$ cat src/hw/rtl/ile_pkg.sv
`default_nettype none
package ile_pkg;

  localparam logic [2:0] MODE_INSERT  = 3'd0;
  localparam logic [2:0] MODE_REMOVE  = 3'd1;
  localparam logic [2:0] MODE_READ    = 3'd2;
  localparam logic [2:0] MODE_WRITE   = 3'd3;
  localparam logic [2:0] MODE_SEARCH  = 3'd4;
  localparam logic [2:0] MODE_COMPARE = 3'd5;
  localparam logic [2:0] MODE_SWAP    = 3'd6;
  localparam logic [2:0] MODE_CLEAR   = 3'd7;

  localparam logic [1:0] ST_OK        = 2'd0;
  localparam logic [1:0] ST_BAD_INDEX = 2'd1;
  localparam logic [1:0] ST_EMPTY     = 2'd2;
  localparam logic [1:0] ST_FULL      = 2'd3;

  localparam int POS_W  = 9;
  localparam int POS2_W = 8;
  localparam int VAL_W  = 32;
  localparam int LEN_W  = 9;

  typedef enum logic [2:0] {
    OP_INSERT, OP_REMOVE, OP_READ, OP_WRITE, OP_SEARCH, OP_COMPARE, OP_SWAP, OP_CLEAR
  } op_t;

  typedef struct packed {
    op_t               op;
    logic [POS_W-1:0]  position;
    logic [POS2_W-1:0] second_position;
  } cmd_t;

  typedef enum logic [3:0] {
    S_IDLE, S_DECIDE, S_INS_RD, S_INS_WR, S_INS_PUT, S_REM_RD, S_REM_WR,
    S_SRCH_RD, S_SRCH_CHK, S_RD_WAIT, S_SWAP_WR1, S_SWAP_WR2
  } state_t;

endpackage
`default_nettype wire

$ cat src/hw/rtl/ile_cmd_queue.sv
`default_nettype none
module ile_cmd_queue #(
  parameter int DW = 32
) (
  input  wire logic          clk,
  input  wire logic          rst,
  input  wire logic          push,
  input  wire ile_pkg::cmd_t push_cmd,
  input  wire logic [DW-1:0] push_value,
  input  wire logic          pop,
  output logic               full,
  output logic               empty,
  output ile_pkg::cmd_t      head_cmd,
  output logic [DW-1:0]      head_value
);

  ile_pkg::cmd_t cmds [2];
  logic [DW-1:0] values [2];
  logic          wptr;
  logic          rptr;
  logic [1:0]    count;

  assign full = (count == 2'd2);
  assign empty = (count == 2'd0);
  assign head_cmd = cmds[rptr];
  assign head_value = values[rptr];

  always_ff @(posedge clk) begin
    if (rst) begin
      wptr <= 1'b0;
      rptr <= 1'b0;
      count <= 2'd0;
    end else begin
      if (push) wptr <= ~wptr;
      if (pop) rptr <= ~rptr;
      count <= count + {1'b0, push} - {1'b0, pop};
    end
  end

  always_ff @(posedge clk) begin
    if (push) begin
      cmds[wptr] <= push_cmd;
      values[wptr] <= push_value;
    end
  end

endmodule
`default_nettype wire

$ cat config.mk
export PLATFORM = sky130hd
export DESIGN_NAME = ile_cmd_queue
export DESIGN_NICKNAME = d
export VERILOG_FILES = /design/src/hw/rtl/ile_pkg.sv /design/src/hw/rtl/ile_cmd_queue.sv
export SDC_FILE = /design/constraint.sdc
export NUM_CORES = 1
export LEC_CHECK = 0
export CAP_MARGIN = 20
export CORE_ASPECT_RATIO = 0.9
export CORE_MARGIN = 1
export CORE_UTILIZATION = 35
export CTS_BUF_LIST = sky130_fd_sc_hd__clkbuf_16
export DETAILED_ROUTE_END_ITERATION = 7
export DONT_BUFFER_PORTS = 1
export MAX_ROUTING_LAYER = met4
export PLACE_DENSITY = 0.52
export SLEW_MARGIN = 5
export SYNTH_ARGS = -nofsm -noshare
export SYNTH_HDL_FRONTEND = slang
export SYNTH_SLANG_ARGS = --single-unit
export TNS_END_PERCENT = 20
$ cat constraint.sdc
create_clock -name clk -period 3.3 [get_ports clk]
set_input_delay 0.165 -clock clk [delete_from_list [all_inputs] [get_ports clk]]
set_output_delay 0.165 -clock clk [all_outputs]
set_load 0.005 [all_outputs]
==> flow_summary.json <==
{
  "drive_gt1_frac": 0.288,
  "layout_setup_ws_ns": 1.35,
  "antenna_found_initial": 0,
  "dr.pass1.iters": 4,
  "r2r_slack_ns": 1.70,
  "path_buf_inv": 0,
  "cts_made_buffers": 9,
  "reg2reg_to": "values[1][31]",
  "required_ns": 3.13,
  "clock-sinks": 109,
  "vias": 1803,
  "setup_viol": 0,
  "worst_pin_slew_ns": 0.970,
  "peakVddDrop_v": 0.000428,
  "crit_end": "head_value[31]",
  "slew_headroom": 0.353,
  "ys_ff_latch": 109,
  "min_path_type": "in -> reg",
  "die_area_sq_um": 12500,
  "leakage_nw": 1.86,
  "end_kind": "output pin",
  "cts_setup_buffers": 0,
  "routed_via_density": 4.44,
  "dp.cells": 335,
  "grt_max_degree": 53,
  "rr_startpoint": "wptr",
  "nNetsFinal": 303,
  "rsz0062_at_grt": "false",
  "syn_inst": 183,
  "powerDensity_nw_per_um2": 595,
  "drc": 0,
  "totalWireLength_mm": 6.68,
  "crit_fanout": 52,
  "hold_viol_final": 0,
  "clk_latency_ns": 0.35,
  "final_common_cell": "edfxtp_1",
  "design.core.area_sq_um": 11600,
  "cts_root_buf": "clkbuf_16",
  "die_y_um": 106,
  "drtIter0Drc": 145,
  "portBuffers": 0,
  "dpl_worst_slack_ns": 1.68,
  "tritoncts": "yes",
  "nFillCells": 1010,
  "grt-ovfl-total": 0,
  "period_share": 0.591,
  "ios": 110,
  "cp_top_family": "flip-flops",
  "startpoint_type": "flip-flop",
  "finalClockSkew_ns": 0.00425,
  "syn_area_sq_um": 4220,
  "synth.avg_cell_area_sq_um": 23.1,
  "status": "complete, no violations",
  "cts_resized": 0,
  "ys_seq_area_frac": 0.763,
  "yosysUniqueCellTypes": 13,
  "mostFrequentLayoutCells": "edfxtp_1, dlygate4sd3_1, mux2_4",
  "synth_area_leaders": "edfxtp_1, mux2_4, buf_12",
  "rr_worst_depth": 2,
  "gp_congestion": 0.668,
  "num_rows": 37,
  "grt_pass1_wl_mm": 10.3,
  "yosys_warnings": 0,
  "antenna_cells": 0,
  "syn_nets": 241,
  "syn2layout_area_growth_pct": 23.3,
  "crit_arrival_ns": 1.78,
  "synth_top_area_cell": "edfxtp_1",
  "path_class": "reg -> out",
  "synth_top_area_frac": 0.739,
  "cts.clk_slew.worst_paths_ns": 0.06,
  "cts_max_level": 3,
  "max_freq_ghz": 0.513,
  "die_x_um": 118,
  "post-route-min-period_ns": 1.95,
  "track_usage": 0.117,
  "holdCritStartpoint": "push",
  "slew_viol_final": 0,
  "cp_slowest_cell": "dfxtp_4",
  "final.setup.tns_ns": 0,
  "drv_cap": 0,
  "dp_hpwl_mm": 4.10,
  "clockBufferDepth": 2,
  "cp.depth": 1,
  "antenna_left": 0,
  "routedWlPerCell_um": 16.5,
  "max_stage_delay_ns": 0.98,
  "initial_core_util": 0.365,
  "grt_pass1_vias": 1971,
  "path_cells": "mux2_2",
  "stdcell_count": 406
}
[final cells by class]
class,instances,area (sq um),share of cell area
repair buffers,57,566,0.109
well taps,156,195,0.0375
clock buffers,9,225,0.0432
multi-input cells,66,891,0.171
clock inverters,7,97.6,0.0187
flip-flops and latches,109,3230,0.620
inverters,2,7.51,0.00144
[how the worst min path moves through the flow]
stage | depth (start not counted) | endpoint | slack, ns
3_3_place_gp | 1 | flip-flop | 0.23
6_report | 2 | wptr | 0.03
4_1_cts | 2 | wptr | 0.02
3_5_place_dp | 1 | flip-flop | 0.23
2_1_floorplan | 1 | count[0] | 0.24
5_1_grt | 2 | wptr | 0.02
[through the flow]
step / utilization / area (sq um) / total power, mW / hold WS, ns
global placement: 0.375 / 4340 / 1.92 / 0.230
global route: 0.450 / 5210 / 3.22 / 0.0162
detailed placement: 0.375 / 4340 / 1.94 / 0.234
CTS: 0.450 / 5210 / 3.14 / 0.0163
floorplan: - / 4220 / 1.91 / 0.237
finish: 0.450 / 5210 / 3.10 / 0.0337
[what timing repair did]
| action | CTS | global route |
|---|---|---|
| hold endpoints to repair | 109 | 0 |
| setup endpoints to repair | 0 | 0 |
| hold buffers | 55 | 0 |
[layer usage]
layer	wire [um]	vias up	global-route usage	share of wire
li1	-	830	-	-
met1	2590	885	0.120	0.39
met2	3450	76	0.186	0.52
met3	553	12	0.0612	0.083
met4	91	0	0.0559	0.014
met5	0	-	-	0
[state kept, by name (all words and copies together), names as in the netlist, named ones only]
signal  flops
values     64
wptr        1
cmds       40
rptr        1
count       2
[cell families (layout without fill, tap and decap cells)]
kind of cell               after synthesis  after routing  share of synthesized area
xor gates and xnor gates                 3              3                    0.00948
adders and majority gates                2              2                    0.00592
buffers and inverters                    8             75                     0.0281
DFF                                    109            109                      0.763
muxes                                   52             52                      0.183
and+or+nand+nor                          9              9                     0.0104
[report_power, final]
| group | switching, mW | leakage, nW | internal [mW] |
|---|---|---|---|
| combinational | 0.110 | 0.688 | 0.182 |
| clock | 0.468 | 0.154 | 0.668 |
| sequential | 0.0598 | 1.02 | 1.61 |
| total | 0.637 | 1.86 | 2.46 |
[cells in the mapped netlist (all sizes together)]
cell	instances
ha	2
and2	1
buf	6
nor2b	3
xnor2	2
edfxtp	104
inv	2
xnor3	1
nor2	5
mux2	52
dfxtp	5
(Power assumes the default switching activity.)
